===== src/hdl/mcr_pkg.sv =====
// Shared types and constants of the midpoint circle rasterizer.
`default_nettype none
package mcr_pkg;

  // Fixed width of the center coordinates carried by a start item.
  localparam int unsigned CenterW = 15;
  // Extra bits of the walk error term above the radius width.
  localparam int unsigned ErrExtra = 4;
  // Width of the index of the points emitted per step.
  localparam int unsigned OctW = 3;
  // Depth of the front-to-back job queue.
  localparam int unsigned QDepth = 2;
  localparam int unsigned QPtrW = $clog2(QDepth);
  localparam int unsigned QCntW = $clog2(QDepth + 1);

  typedef enum logic {
    ACT_START = 1'b0,
    ACT_STEP  = 1'b1
  } act_e;

  // Symmetric point order: sign and source of the (x, y) offsets.
  typedef enum logic [OctW-1:0] {
    OCT_PX_PY = 3'd0,
    OCT_PY_PX = 3'd1,
    OCT_NY_PX = 3'd2,
    OCT_NX_PY = 3'd3,
    OCT_NX_NY = 3'd4,
    OCT_NY_NX = 3'd5,
    OCT_PY_NX = 3'd6,
    OCT_PX_NY = 3'd7
  } oct_e;

  typedef struct packed {
    logic full;
    logic empty;
  } q_stat_t;

endpackage
`default_nettype wire


===== src/hdl/mcr_front.sv =====
// Front end: accepts items, keeps the octant walk state, queues step jobs.
`default_nettype none
module mcr_front #(
  parameter int unsigned RADIUS_BITS = 14,
  parameter int unsigned JOB_W       = 59
) (
  input  wire logic                          clk_i,
  input  wire logic                          rst_ni,
  input  wire logic                          accept_i,
  input  wire logic                          action_i,
  input  wire logic signed [mcr_pkg::CenterW-1:0] center_x_i,
  input  wire logic signed [mcr_pkg::CenterW-1:0] center_y_i,
  input  wire logic        [RADIUS_BITS-1:0] radius_i,
  output logic                               push_o,
  output logic             [JOB_W-1:0]       job_o
);
  import mcr_pkg::*;

  localparam int unsigned ErrW = RADIUS_BITS + ErrExtra;
  localparam int unsigned EW   = RADIUS_BITS + 6;

  logic        [RADIUS_BITS-1:0] x_q, x_d, y_q, y_d;
  logic        [ErrW-1:0]        err_q, err_d;
  logic        [CenterW-1:0]     cx_q, cx_d, cy_q, cy_d;
  logic                          active_q, active_d;

  logic signed [EW-1:0]          xs, ys, es, err1, diff, err2;
  logic        [RADIUS_BITS:0]   x1, y1;
  logic                          dec, done, walk_ok;

  always_comb begin
    xs      = EW'(x_q);
    ys      = EW'(y_q);
    es      = EW'($signed(err_q));
    // err after y += 1, and after a following x -= 1
    err1    = es + (ys <<< 1) + EW'(3);
    err2    = err1 + EW'(3) - (xs <<< 1);
    diff    = err1 - xs;
    dec     = ~diff[EW-1];
    x1      = (RADIUS_BITS+1)'(x_q);
    y1      = (RADIUS_BITS+1)'(y_q) + (RADIUS_BITS+1)'(1);
    done    = dec ? (x1 <= y1) : (x1 < y1);
    walk_ok = (x_q >= y_q);
  end

  always_comb begin
    x_d      = x_q;
    y_d      = y_q;
    err_d    = err_q;
    cx_d     = cx_q;
    cy_d     = cy_q;
    active_d = active_q;
    push_o   = 1'b0;
    if (accept_i) begin
      if (act_e'(action_i) == ACT_START) begin
        cx_d     = center_x_i;
        cy_d     = center_y_i;
        x_d      = radius_i;
        y_d      = '0;
        err_d    = '0;
        active_d = 1'b1;
      end else if (active_q) begin
        if (walk_ok) begin
          push_o   = 1'b1;
          x_d      = dec ? (x_q - RADIUS_BITS'(1)) : x_q;
          y_d      = y1[RADIUS_BITS-1:0];
          err_d    = dec ? err2[ErrW-1:0] : err1[ErrW-1:0];
          active_d = ~done;
        end else begin
          active_d = 1'b0;
        end
      end
    end
  end

  // job: center, current offsets, finish flag
  assign job_o = {cx_q, cy_q, x_q, y_q, done};

  always_ff @(posedge clk_i or negedge rst_ni) begin
    if (!rst_ni) begin
      x_q      <= '0;
      y_q      <= '0;
      err_q    <= '0;
      cx_q     <= '0;
      cy_q     <= '0;
      active_q <= 1'b0;
    end else begin
      x_q      <= x_d;
      y_q      <= y_d;
      err_q    <= err_d;
      cx_q     <= cx_d;
      cy_q     <= cy_d;
      active_q <= active_d;
    end
  end

endmodule
`default_nettype wire


===== src/hdl/mcr_queue.sv =====
// Short job queue between the front and back ends.
`default_nettype none
module mcr_queue #(
  parameter int unsigned WIDTH = 59
) (
  input  wire logic             clk_i,
  input  wire logic             rst_ni,
  input  wire logic             push_i,
  input  wire logic [WIDTH-1:0] data_i,
  input  wire logic             pop_i,
  output logic      [WIDTH-1:0] data_o,
  output mcr_pkg::q_stat_t      status_o
);
  import mcr_pkg::*;

  logic [WIDTH-1:0] mem_q [QDepth];
  logic [QPtrW-1:0] wr_q, rd_q;
  logic [QCntW-1:0] cnt_q;

  always_ff @(posedge clk_i) begin
    if (push_i) begin
      mem_q[wr_q] <= data_i;
    end
  end

  always_ff @(posedge clk_i or negedge rst_ni) begin
    if (!rst_ni) begin
      wr_q  <= '0;
      rd_q  <= '0;
      cnt_q <= '0;
    end else begin
      if (push_i) wr_q <= wr_q + QPtrW'(1);
      if (pop_i)  rd_q <= rd_q + QPtrW'(1);
      if (push_i && !pop_i) begin
        cnt_q <= cnt_q + QCntW'(1);
      end else if (pop_i && !push_i) begin
        cnt_q <= cnt_q - QCntW'(1);
      end
    end
  end

  assign data_o         = mem_q[rd_q];
  assign status_o.full  = (cnt_q == QCntW'(QDepth));
  assign status_o.empty = (cnt_q == '0);

endmodule
`default_nettype wire


===== src/hdl/mcr_back.sv =====
// Back end: expands one step job into eight points through an output register.
`default_nettype none
module mcr_back #(
  parameter int unsigned RADIUS_BITS = 14,
  parameter int unsigned POINT_BITS  = 16,
  parameter int unsigned JOB_W       = 59
) (
  input  wire logic                         clk_i,
  input  wire logic                         rst_ni,
  input  wire logic [JOB_W-1:0]             job_i,
  input  wire logic                         job_valid_i,
  output logic                              pop_o,
  output logic                              out_valid_o,
  input  wire logic                         out_stall_i,
  output logic signed [POINT_BITS-1:0]      point_x_o,
  output logic signed [POINT_BITS-1:0]      point_y_o,
  output logic        [mcr_pkg::OctW-1:0]   octant_o,
  output logic                              last_of_step_o,
  output logic                              circle_done_o
);
  import mcr_pkg::*;

  localparam int unsigned MaxA = (POINT_BITS > CenterW) ? POINT_BITS : CenterW;
  localparam int unsigned SumW = (MaxA > RADIUS_BITS + 1) ? MaxA : RADIUS_BITS + 1;

  logic        [CenterW-1:0]     cx, cy;
  logic        [RADIUS_BITS-1:0] jx, jy;
  logic                          jdone;
  logic        [OctW-1:0]        k_q;
  logic                          load, is_last;
  logic                          ox_is_x, oy_is_x, ox_neg, oy_neg;
  logic        [SumW-1:0]        mx, my, offx, offy, sx, sy;

  logic                          valid_q;
  logic        [POINT_BITS-1:0]  px_q, py_q;
  logic        [OctW-1:0]        oct_q;
  logic                          last_q, done_q;

  assign {cx, cy, jx, jy, jdone} = job_i;

  always_comb begin
    ox_is_x = 1'b0;
    oy_is_x = 1'b0;
    ox_neg  = 1'b0;
    oy_neg  = 1'b0;
    unique case (oct_e'(k_q))
      OCT_PX_PY: begin ox_is_x = 1'b1; end
      OCT_PY_PX: begin oy_is_x = 1'b1; end
      OCT_NY_PX: begin oy_is_x = 1'b1; ox_neg = 1'b1; end
      OCT_NX_PY: begin ox_is_x = 1'b1; ox_neg = 1'b1; end
      OCT_NX_NY: begin ox_is_x = 1'b1; ox_neg = 1'b1; oy_neg = 1'b1; end
      OCT_NY_NX: begin oy_is_x = 1'b1; ox_neg = 1'b1; oy_neg = 1'b1; end
      OCT_PY_NX: begin oy_is_x = 1'b1; oy_neg = 1'b1; end
      OCT_PX_NY: begin ox_is_x = 1'b1; oy_neg = 1'b1; end
    endcase
    mx   = SumW'(ox_is_x ? jx : jy);
    my   = SumW'(oy_is_x ? jx : jy);
    offx = ox_neg ? (SumW'(0) - mx) : mx;
    offy = oy_neg ? (SumW'(0) - my) : my;
    // modular sum; low POINT_BITS give the wrapped coordinate
    sx   = SumW'($signed(cx)) + offx;
    sy   = SumW'($signed(cy)) + offy;
  end

  assign is_last = (oct_e'(k_q) == OCT_PX_NY);
  assign load    = job_valid_i && (!valid_q || !out_stall_i);
  assign pop_o   = load && is_last;

  always_ff @(posedge clk_i) begin
    if (load) begin
      px_q   <= sx[POINT_BITS-1:0];
      py_q   <= sy[POINT_BITS-1:0];
      oct_q  <= k_q;
      last_q <= is_last;
      done_q <= is_last && jdone;
    end
  end

  always_ff @(posedge clk_i or negedge rst_ni) begin
    if (!rst_ni) begin
      valid_q <= 1'b0;
      k_q     <= '0;
    end else begin
      if (load) begin
        valid_q <= 1'b1;
        k_q     <= k_q + OctW'(1);
      end else if (!out_stall_i) begin
        valid_q <= 1'b0;
      end
    end
  end

  assign out_valid_o    = valid_q;
  assign point_x_o      = px_q;
  assign point_y_o      = py_q;
  assign octant_o       = oct_q;
  assign last_of_step_o = last_q;
  assign circle_done_o  = done_q;

endmodule
`default_nettype wire


===== src/hdl/midpoint_circle_rasterizer_top.sv =====
// Top level of the midpoint circle rasterizer.
`default_nettype none
// Midpoint circle point generator. A start item (action 0) loads the center
// and radius and emits nothing; each step item (action 1) while a circle is
// active emits the eight symmetric points of the current octant offset, in
// order (+x,+y) (+y,+x) (-y,+x) (-x,+y) (-x,-y) (-y,-x) (+y,-x) (+x,-y), then
// advances the walk. The eighth point has last_of_step set, and circle_done
// when the walk has finished. Coordinates wrap to POINT_BITS. The front end
// updates the walk as it accepts each item and places step jobs in a two-entry
// queue; in_stall_o rises only while that queue is full. The back end drains
// one point per cycle into the output register while out_stall_i is low and a
// job is queued. Start items and idle steps place no job in the queue.
module midpoint_circle_rasterizer_top #(
  parameter int unsigned RADIUS_BITS = 14,
  parameter int unsigned POINT_BITS  = 16
) (
  input  wire logic                              clk_i,
  input  wire logic                              rst_ni,
  input  wire logic                              in_valid_i,
  output logic                                   in_stall_o,
  input  wire logic                              action_i,
  input  wire logic signed [mcr_pkg::CenterW-1:0] center_x_i,
  input  wire logic signed [mcr_pkg::CenterW-1:0] center_y_i,
  input  wire logic        [RADIUS_BITS-1:0]     radius_i,
  output logic                                   out_valid_o,
  input  wire logic                              out_stall_i,
  output logic signed      [POINT_BITS-1:0]      point_x_o,
  output logic signed      [POINT_BITS-1:0]      point_y_o,
  output logic             [mcr_pkg::OctW-1:0]   octant_o,
  output logic                                   last_of_step_o,
  output logic                                   circle_done_o
);
  import mcr_pkg::*;

  // job = center x, center y, x offset, y offset, finish flag
  localparam int unsigned JobW = 2 * CenterW + 2 * RADIUS_BITS + 1;

  logic            accept, push, pop;
  logic [JobW-1:0] job_in, job_head;
  q_stat_t         qs;

  assign in_stall_o = qs.full;
  assign accept     = in_valid_i && !in_stall_o;

  mcr_front #(
    .RADIUS_BITS(RADIUS_BITS),
    .JOB_W      (JobW)
  ) u_front (
    .clk_i     (clk_i),
    .rst_ni    (rst_ni),
    .accept_i  (accept),
    .action_i  (action_i),
    .center_x_i(center_x_i),
    .center_y_i(center_y_i),
    .radius_i  (radius_i),
    .push_o    (push),
    .job_o     (job_in)
  );

  mcr_queue #(
    .WIDTH(JobW)
  ) u_queue (
    .clk_i   (clk_i),
    .rst_ni  (rst_ni),
    .push_i  (push),
    .data_i  (job_in),
    .pop_i   (pop),
    .data_o  (job_head),
    .status_o(qs)
  );

  mcr_back #(
    .RADIUS_BITS(RADIUS_BITS),
    .POINT_BITS (POINT_BITS),
    .JOB_W      (JobW)
  ) u_back (
    .clk_i         (clk_i),
    .rst_ni        (rst_ni),
    .job_i         (job_head),
    .job_valid_i   (!qs.empty),
    .pop_o         (pop),
    .out_valid_o   (out_valid_o),
    .out_stall_i   (out_stall_i),
    .point_x_o     (point_x_o),
    .point_y_o     (point_y_o),
    .octant_o      (octant_o),
    .last_of_step_o(last_of_step_o),
    .circle_done_o (circle_done_o)
  );

  // Queue status is never full and empty together.
  a_q_status: assert property (@(posedge clk_i) disable iff (!rst_ni)
    !(qs.full && qs.empty))
    else $error("job queue full and empty at once");

  // A finish mark only ever rides on the last point of a step.
  a_done_last: assert property (@(posedge clk_i) disable iff (!rst_ni)
    (out_valid_o && circle_done_o) |-> last_of_step_o)
    else $error("circle_done without last_of_step");

  // The last-point mark matches the final octant index.
  a_last_oct: assert property (@(posedge clk_i) disable iff (!rst_ni)
    out_valid_o |-> (last_of_step_o == (octant_o == OCT_PX_NY)))
    else $error("last_of_step out of step with octant");

  // A job is popped only while the queue is not empty.
  a_pop_src: assert property (@(posedge clk_i) disable iff (!rst_ni)
    pop |-> !qs.empty)
    else $error("job popped from empty queue");

endmodule
`default_nettype wire


===== config.mk =====
export PLATFORM = sky130hd
export DESIGN_NAME = midpoint_circle_rasterizer_top
export DESIGN_NICKNAME = d
export VERILOG_FILES = /design/src/hdl/mcr_pkg.sv /design/src/hdl/mcr_front.sv /design/src/hdl/mcr_queue.sv /design/src/hdl/mcr_back.sv /design/src/hdl/midpoint_circle_rasterizer_top.sv
export SDC_FILE = /design/constraint.sdc
export NUM_CORES = 1
export LEC_CHECK = 0
export BUFFER_PORTS_ARGS = -buffer_cell sky130_fd_sc_hd__buf_2
export CAP_MARGIN = 40
export CORE_ASPECT_RATIO = 0.5
export CORE_MARGIN = 2
export CORE_UTILIZATION = 56
export DETAILED_ROUTE_END_ITERATION = 8
export HOLD_SLACK_MARGIN = 0.1
export PLACE_DENSITY = 0.73
export SLEW_MARGIN = 40
export SYNTH_ARGS = -nofsm -noshare
export SYNTH_HDL_FRONTEND = slang
export SYNTH_SLANG_ARGS = --single-unit

===== constraint.sdc =====
create_clock -name clk_i -period 4.8 [get_ports clk_i]
set_input_delay 0.24 -clock clk_i [delete_from_list [all_inputs] [get_ports clk_i]]
set_output_delay 0.24 -clock clk_i [all_outputs]
set_load 0.005 [all_outputs]

==> impl_metrics.ini, run 1 <==
[status]
violations = setup timing
status = complete, but fails checks

[logic_synthesis]
synth.most_common_cell = nand2_1
synth_compound_area_frac = 0.127
ys_seq_area_frac = 0.469
synth_top_family_by_area = adder cells
yosys-top-cells-count = 170 x nand2_1, 155 x edfxtp_1, 142 x ha_1
synthXorXnorAreaFrac = 0.0597
synth_top_area_frac = 0.322
ys_async_sr_fraction = 0.354
synth.cell_area_um2 = 14500
synthCells = 1284
synth_edf_count = 155
ys_types = 73
synth_fa_ha_area_frac = 0.128
avgSynthCellArea_um2 = 11.3
synth_nets = 1479
muxShareOfSynthArea = 0.0795
synthTopCellsByArea = edfxtp_1 32%, dfrtp_1 15%, ha_1 12%
yosys.area_share.simple = 0.109
ys.flop_type = edfxtp_1
yosysTopAreaCell = edfxtp_1
ys_warn_count = 0
synth.ff_latch_count = 240

[cells_and_area]
drive_gt1_frac = 0.227
multiInputGateArea_um2 = 7680
final_nets = 1682
fillers = 1786
area_growth_pct = 20.4
final_core_util = 0.688
seq_area_um2 = 6790
diodes = 0

[min_path]
hold_depth = 3
holdCritPathClass = in2reg
whs_endpoint = u_front.x_q[8]
hold_start = radius_i[8]

[timing]
period_share = 1.00
setup_viol = 2
slew_headroom = 0.448
worst-slew-pin-transition_ns = 0.828
setup_ws_ns = -0.0196
max_clock_freq_mhz = 207
fin_hold_ws_ns = 0.157
slew_viol_final = 0
layout_min_cycle_time_ns = 4.82
clock-skew-final_ns = 0.0170
hold_viol_final = 0
grt_setup_unrepaired = yes

[floorplan]
io_pins = 88
dieHeight_um = 118
design.die.area_um2 = 27200
die_w_um = 231
core_area_um2 = 25300
num_rows = 41
initial_utilization = 0.572

[placed_design]
dp_hpwl_um = 25800
io_buffer_count = 87
gp_congestion = 0.910

[clocking]
cts_buffers = 23
clkSinkCount = 240
cts_tree = done
cts_buffer_depth = 3
cts_root_buf = clkbuf_16
clkTransAtPathRegs_ns = 0.06
h-tree-depth = 1
clk_latency_ns = 0.53

[global_routing]
grt_pass1_vias = 11200
antenna_found_initial = 0
grt_pass1_wl_um = 59800
grt_max_degree = 60
grt.overflow.total = 0
grt_usage = 0.277

[critical_path]
worst_r2r_path_depth = 26
path_class = reg2reg
rr_startpoint = u_front.y_q[0]
cp_max_fo = 4
startpoint_type = flip-flop
end_kind = flip-flop
required_ns = 5.21
r2r-end = u_front.x_q[9]
r2r_slack_ns = -0.02
critPathArrivalTime_ns = 5.23

[job]
max_cap_viol_count = 0

[drt]
drt-pass1-iter-count = 5
drc = 0
wl_per_cell_um = 20.2
ant_nets = 0
vias = 11100
dr.first_iter.drc_count = 986
routed_wl_um = 37300
viasPerCell = 6.01
layout by cell type (no fill, tap or decap), drive strengths merged, types with 8 or more instances in the layout:
| cell type | count |
|---|---|
| a211oi | 15 |
| a21o | 19 |
| a21oi | 67 |
| and3 | 13 |
| buf | 172 |
| clkbuf | 32 |
| dfrtp | 85 |
| dlygate4sd3 | 42 |
| edfxtp | 155 |
| ha | 142 |
| inv | 66 |
| mux2 | 31 |
| mux2i | 17 |
| mux4 | 28 |
| nand2 | 170 |
| nand2b | 8 |
| nand3 | 25 |
| nor2 | 64 |
| nor2b | 9 |
| nor3 | 27 |
| o21a | 20 |
| o21ai | 71 |
| o22ai | 11 |
| o31ai | 11 |
| xnor2 | 74 |
| xor2 | 22 |
per-layer routing:
| metal | up-vias | track usage | wire, µm |
|---|---|---|---|
| met2 | 416 | 0.472 | 18400 |
| met3 | 66 | 0.0373 | 2250 |
| met5 | - | 0 | 0 |
| li1 | 5153 | - | - |
| met4 | 0 | 0.0617 | 760 |
| met1 | 5478 | 0.380 | 15900 |
metrics by stage:
step | std cells | worst slack, ns | cell area (µm²) | TNS (ns)
4_1_cts | 1842 | -0.120 | 17200 | -0.417
3_3_place_gp | 1745 | -0.216 | 15700 | -1.26
2_1_floorplan | 1284 | -0.160 | 14500 | -0.160
3_5_place_dp | 1745 | -0.402 | 15800 | -6.85
5_1_grt | 1848 | -0.170 | 17400 | -1.47
6_report | 1848 | -0.0196 | 17400 | -0.0291
layout make-up:
| class | instances | area share |
|---|---|---|
| clock buffers | 32 | 0.0361 |
| well taps | 344 | 0.0247 |
| flip-flops and latches | 240 | 0.390 |
| clock inverters | 10 | 0.00546 |
| multi-input cells | 943 | 0.441 |
| inverters | 65 | 0.0140 |
| repair buffers | 214 | 0.0890 |
timing repair:
item / 4_1_cts / 5_1_grt
hold buffers: 42 / 0
cloned: 1 / 0
setup buffers: 12 / 7
resized for setup: 40 / 24
hold endpoints to repair: 99 / 0
endpoints found under the setup margin: 37 / 38
pin swaps: 21 / 15
how the worst max path moves through the flow:
| stage | start | to | slack [ns] | cells after the start |
|---|---|---|---|---|
| after floorplan | u_front.y_q[0] | u_front.err_q[16] | -0.16 | 22 |
| after global placement | u_front.y_q[0] | u_front.err_q[16] | -0.22 | 22 |
| after detailed placement | u_front.y_q[0] | u_front.err_q[16] | -0.40 | 22 |
| after CTS | u_front.y_q[0] | u_front.err_q[16] | -0.12 | 22 |
| after global routing | u_front.y_q[0] | u_front.x_q[10] | -0.17 | 25 |
| final | u_front.y_q[0] | u_front.x_q[9] | -0.02 | 26 |
critical path, cell delays in order, from the launching register on:
cell and delay (ns):
dfrtp_1 0.36, inv_2 0.06, ha_4 0.25, inv_2 0.04, ha_4 0.16, fa_2 0.39, a21oi_4 0.17, nor2_4 0.07
a2111oi_4 0.24, nor2_2 0.09, a21o_1 0.18, a21oi_2 0.17, xnor2_2 0.11, buf_4 0.15, ha_4 0.15, a211o_1 0.27
a211o_1 0.28, a21oi_2 0.12, nor2_1 0.07, o31ai_2 0.07, o21ai_2 0.12, or4_4 0.56, buf_4 0.16, buf_6 0.11
a31oi_4 0.11, nor2_1 0.06, o22a_1 0.17
registers in the layout, indices dropped and copies added (netlist names), 3 cells and up:
name	flops
u_front.cy_q	15
u_front.x_q	14
u_front.y_q	14
u_back.point_x_o	16
u_back.point_y_o	16
u_queue.mem_q	118
u_front.err_q	18
u_back.k_q	3
u_back.octant_o	3
u_front.cx_q	15
kinds of logic (layout without fill, tap and decap cells):
kind of cell               after synthesis  after routing
AOI/OAI and AO/OA                      273            273
DFF                                    240            240
and+or+nand+nor                        351            351
xor gates and xnor gates                97             97
muxes                                   76             76
adders and majority gates              146            146
buffers and inverters                  101            321
Power of run 1 is not shown: default switching activity piles up to over one toggle a cycle in this logic, so the estimate is an artifact.
==> run 2: changes to the inputs <==
--- a/config.mk
+++ b/config.mk
@@ -12,6 +12,7 @@
 export CORE_UTILIZATION = 56
 export DETAILED_ROUTE_END_ITERATION = 8
 export HOLD_SLACK_MARGIN = 0.1
+export MAX_ROUTING_LAYER = met4
 export PLACE_DENSITY = 0.73
 export SLEW_MARGIN = 40
 export SYNTH_ARGS = -nofsm -noshare
==> run 2 against run 1 <==
The flow still finishes with violations (setup timing). Clock skew down 0.0038 ns. Hold slack worse by 0.049 ns. Cell count up 0.27%. Clock-buffer cell count unchanged. Register-to-register slack worse by 0.03 ns. First-iteration DRC count down 12%. Die area unchanged. Fmax down 0.67%. Via count down 1.3%. Sequential share of layout area down 0.14 points. Critical endpoint is now u_front.err_q[16]. Wire length down 0.87%.
==> impl_metrics.ini, run 2 (same netlist as run 1, synthesis figures left out) <==
[placed_design]
place_ws_ns = -0.292
gp_congestion = 0.909
dp_hpwl_um = 25700
io_buffer_count = 87

[floorplan]
dieHeight_um = 118
initial_utilization = 0.572
die_w_um = 231
design.die.area_um2 = 27200
core_area_um2 = 25300
io_pins = 88
num_rows = 41

[clocking]
clkTransAtPathRegs_ns = 0.07
clkSinkCount = 240
cts_buffers = 23
h-tree-depth = 1
cts_root_buf = clkbuf_16
cts_buffer_depth = 3
cts_tree = done
clk_latency_ns = 0.55

[timing]
tns_ns = -0.0930
slew_headroom = 0.463
max_clock_freq_mhz = 206
layout_min_cycle_time_ns = 4.85
setup_viol = 5
grt_setup_unrepaired = yes
clock-skew-final_ns = 0.0132
hold_viol_final = 0
period_share = 1.01
worst-slew-pin-transition_ns = 0.805
fin_hold_ws_ns = 0.108
slew_viol_final = 0
setup_ws_ns = -0.0519

[global_routing]
grt.busiest_layer = met2
grt_usage = 0.280
use_met1 = 0.380
grt_pass1_wl_um = 58500
grt.overflow.total = 0
grt_max_degree = 60
grt_pass1_vias = 11100
grt_util_met3 = 0.0373
antenna_found_initial = 0
grtUsageMet2 = 0.457

[critical_path]
path_buf_inv = 5
cp_top_family = compound AO/OA/AOI/OAI gates
crit_path_frequent_cell = ha_4
end_kind = flip-flop
startpoint = u_front.y_q[0]
critPathSlowestCell = dfrtp_1
path_class = reg2reg
critPathArrivalTime_ns = 5.28
critPathMaxStageDelay_ns = 0.38
cp_max_fo = 7
rr_startpoint = u_front.y_q[0]
startpoint_type = flip-flop
required_ns = 5.22

[drt]
routed_wl_um = 37000
wl_per_cell_um = 20.0
ant_nets = 0
drt-pass1-iter-count = 5
drc = 0
dr.first_iter.drc_count = 866
vias = 11000
viasPerCell = 5.92

[cells_and_area]
seq_area_um2 = 6790
top_regs = u_queue.mem_q: 118 flops, u_front.err_q: 18 flops
regMostFlops = u_queue.mem_q
final_common_cell = nand2_1
drive_gt1_frac = 0.235
final_nets = 1687
multiInputGateArea_um2 = 7690
layout_common_cells = 169 x nand2_1, 155 x edfxtp_1, 132 x ha_1
largest_register_ffs = 118
diodes = 0
area_growth_pct = 20.9
fillers = 1770

[min_path]
holdCritPathClass = in2reg
hold_start = radius_i[5]

[job]
max_cap_viol_count = 0

[status]
status = complete, but fails checks
violations = setup timing
[run 2: tightest hold or removal path, cell delays in order]
cell and delay [ns]:
buf_2 0.09, o21ai_0 0.08, a22oi_2 0.19
[run 2: timing repair]
item	4_1_cts	5_1_grt
setup buffers	6	9
setup endpoints to repair	35	39
pin swaps	15	32
resized for setup	21	72
cloned	1	1
hold buffers	40	0
hold endpoints to repair	87	0
[run 2: area by class of cell]
type	instances	area share
multi-input cells	943	0.440
flip-flops and latches	240	0.388
repair buffers	219	0.0924
clock buffers	32	0.0349
well taps	344	0.0246
inverters	65	0.0140
clock inverters	10	0.00587
[run 2: routing by layer]
| metal | vias to the layer above | share of wire |
|---|---|---|
| met1 | 5430 | 0.44 |
| met4 | 0 | 0.016 |
| met3 | 47 | 0.055 |
| met2 | 317 | 0.49 |
| li1 | 5169 | - |
| met5 | - | 0 |
[run 2: path summary, 6_finish.rpt]
path                                   endpoint  slack (ns)  depth (start not counted)
min                              u_front.x_q[5]        0.11                          3
max                           u_front.err_q[16]       -0.05                         26
max in group asynchronous        u_front.y_q[4]        3.59                          3
min in group asynchronous      u_front.err_q[5]        0.23                          2
max reg2reg                   u_front.err_q[16]       -0.05                         26
min reg2reg                u_queue.mem_q[0][45]        0.47                          0
[run 2: metrics by stage]
step,util,cells,area (µm²)
6_report,0.691,1853,17500
5_1_grt,0.691,1853,17500
3_3_place_gp,0.625,1754,15800
2_1_floorplan,-,1284,14500
3_5_place_dp,0.625,1754,15800
4_1_cts,0.676,1843,17100
Power of run 2 is left out for the same reason.
==> run 3: changes to the inputs <==
--- a/config.mk
+++ b/config.mk
@@ -8,7 +8,6 @@
 export BUFFER_PORTS_ARGS = -buffer_cell sky130_fd_sc_hd__buf_2
 export CAP_MARGIN = 40
 export CORE_ASPECT_RATIO = 0.5
-export CORE_MARGIN = 2
 export CORE_UTILIZATION = 56
 export DETAILED_ROUTE_END_ITERATION = 8
 export HOLD_SLACK_MARGIN = 0.1
==> run 3 against run 2 <==
The flow still finishes with violations (setup timing). Design area up 1.3%. Setup slack better by 0.041 ns. Cell count up 0.86%. Die area down 2.6%. Non-clock buffer count up 13. Clock skew down 0.0058 ns. Critical path depth up 1. Register-to-register slack better by 0.04 ns.
==> impl_metrics.ini, run 3 (same netlist as run 1, synthesis figures left out) <==
[cells_and_area]
drive_gt1_frac = 0.246
largest_register_ffs = 118
regMostFlops = u_queue.mem_q
top_regs = u_queue.mem_q: 118 flops, u_front.err_q: 18 flops
layout_common_cells = 163 x nand2_1, 155 x edfxtp_1, 134 x ha_1
diodes = 0
final_nets = 1702
fillers = 1779
area_growth_pct = 22.5
final_common_cell = nand2_1

[critical_path]
required_ns = 5.22
rr_startpoint = u_front.y_q[0]
cp_max_fo = 5
critPathArrivalTime_ns = 5.23
end_kind = flip-flop
path_class = reg2reg
worst_r2r_path_depth = 27
startpoint = u_front.y_q[0]
startpoint_type = flip-flop
r2r_slack_ns = -0.01
r2r-end = u_front.x_q[1]

[placed_design]
dp_hpwl_um = 25900
place_ws_ns = -0.385
io_buffer_count = 87
gp_congestion = 0.957

[min_path]
holdCritPathClass = in2reg
hold_depth = 3
hold_start = radius_i[11]
whs_endpoint = u_front.x_q[11]

[timing]
max_clock_freq_mhz = 208
setup_ws_ns = -0.0108
hold_viol_final = 0
period_share = 1.00
grt_setup_unrepaired = yes
setup_viol = 1
slew_headroom = 0.463
slew_viol_final = 0
worst-slew-pin-transition_ns = 0.798
layout_min_cycle_time_ns = 4.81
clock-skew-final_ns = 0.00735

[drt]
viasPerCell = 6.00
dr.first_iter.drc_count = 965
drt-pass1-iter-count = 5
vias = 11200
routed_wl_um = 37400
wl_per_cell_um = 20.0
ant_nets = 0
drc = 0

[floorplan]
die_w_um = 229
io_pins = 88
design.die.area_um2 = 26500
dieHeight_um = 116
core_area_um2 = 25300
initial_utilization = 0.572
num_rows = 41

[global_routing]
grt_max_degree = 60
grt_pass1_vias = 11100
antenna_found_initial = 0
grt_usage = 0.287
grt.overflow.total = 0
grt_pass1_wl_um = 57800

[clocking]
clkSinkCount = 240
cts_buffers = 24
clk_latency_ns = 0.54
clkTransAtPathRegs_ns = 0.07
h-tree-depth = 1
cts_root_buf = clkbuf_16
cts_tree = done
cts_buffer_depth = 3

[status]
status = complete, but fails checks
violations = setup timing

[job]
max_cap_viol_count = 0
run 3: changes by cell type in the layout (fill, tap and decap cells not counted), moves of 3 or more:
cell     previous run  this run
buf_6               8        14
nand2_2             0         4
mux2i_2             3         0
mux2i_1            14        17
buf_4              81        88
nand2_1           169       163
run 3: how the worst max path moves through the flow:
stage          slack (ns)                   end
6_report            -0.01        u_front.x_q[1]
3_5_place_dp        -0.38     u_front.err_q[16]
3_3_place_gp        -0.24     u_front.err_q[16]
5_1_grt             -0.22        u_front.x_q[1]
2_1_floorplan       -0.16     u_front.err_q[16]
4_1_cts             0.001  u_back.point_x_o[15]
run 3: layout make-up:
type | instances | area, µm² | area share
inverters | 65 | 244 | 0.0138
clock buffers | 34 | 648 | 0.0366
well taps | 344 | 430 | 0.0243
multi-input cells | 944 | 7730 | 0.436
clock inverters | 10 | 141 | 0.00798
flip-flops and latches | 240 | 6790 | 0.383
repair buffers | 232 | 1730 | 0.0977
run 3: routing by layer:
layer  up-vias  part of all wire  GRT usage
met4         0             0.023     0.0627
met1      5552              0.45      0.387
li1       5193                 -          -
met5         -                 0          -
met2       401              0.47      0.472
met3        77             0.055     0.0337
run 3: repair_timing:
| item | CTS | global route |
|---|---|---|
| endpoints found under the setup margin | 35 | 39 |
| endpoints found under the hold margin | 69 | 0 |
| pin swaps | 13 | 42 |
| hold buffers | 40 | 0 |
| setup buffers | 4 | 16 |
| gates resized for setup | 17 | 85 |
| cloned | 0 | 2 |
run 3: worst max-delay path, stage by stage, from the launching register on:
cell,delay [ns]
dfrtp_1,0.38
inv_2,0.06
ha_4,0.26
inv_2,0.04
ha_4,0.15
fa_2,0.37
a21oi_4,0.18
nor2_4,0.07
a2111oi_4,0.24
nor2_1,0.09
a21o_1,0.17
a21oi_2,0.17
xnor2_2,0.08
buf_4,0.15
ha_4,0.15
a211o_1,0.30
a211o_1,0.31
a21oi_2,0.12
nor2_2,0.06
o31ai_2,0.06
o21ai_2,0.14
buf_12,0.15
o31ai_4,0.32
buf_6,0.18
o21ai_4,0.08
buf_6,0.18
a21oi_1,0.16
a21oi_1,0.06
run 3: per-stage QoR:
step           hold WS, ns  cells  setup TNS, ns  cell area, µm²   util
6_report             0.121   1869        -0.0108           17700  0.700
3_3_place_gp         0.245   1763          -3.00           15900  0.628
5_1_grt              0.132   1869          -5.41           17700  0.700
4_1_cts              0.108   1851              0           17200  0.681
3_5_place_dp         0.246   1763          -9.14           15900  0.628
2_1_floorplan      -0.0556   1284         -0.160           14500      -
Power of run 3 is left out for the same reason.
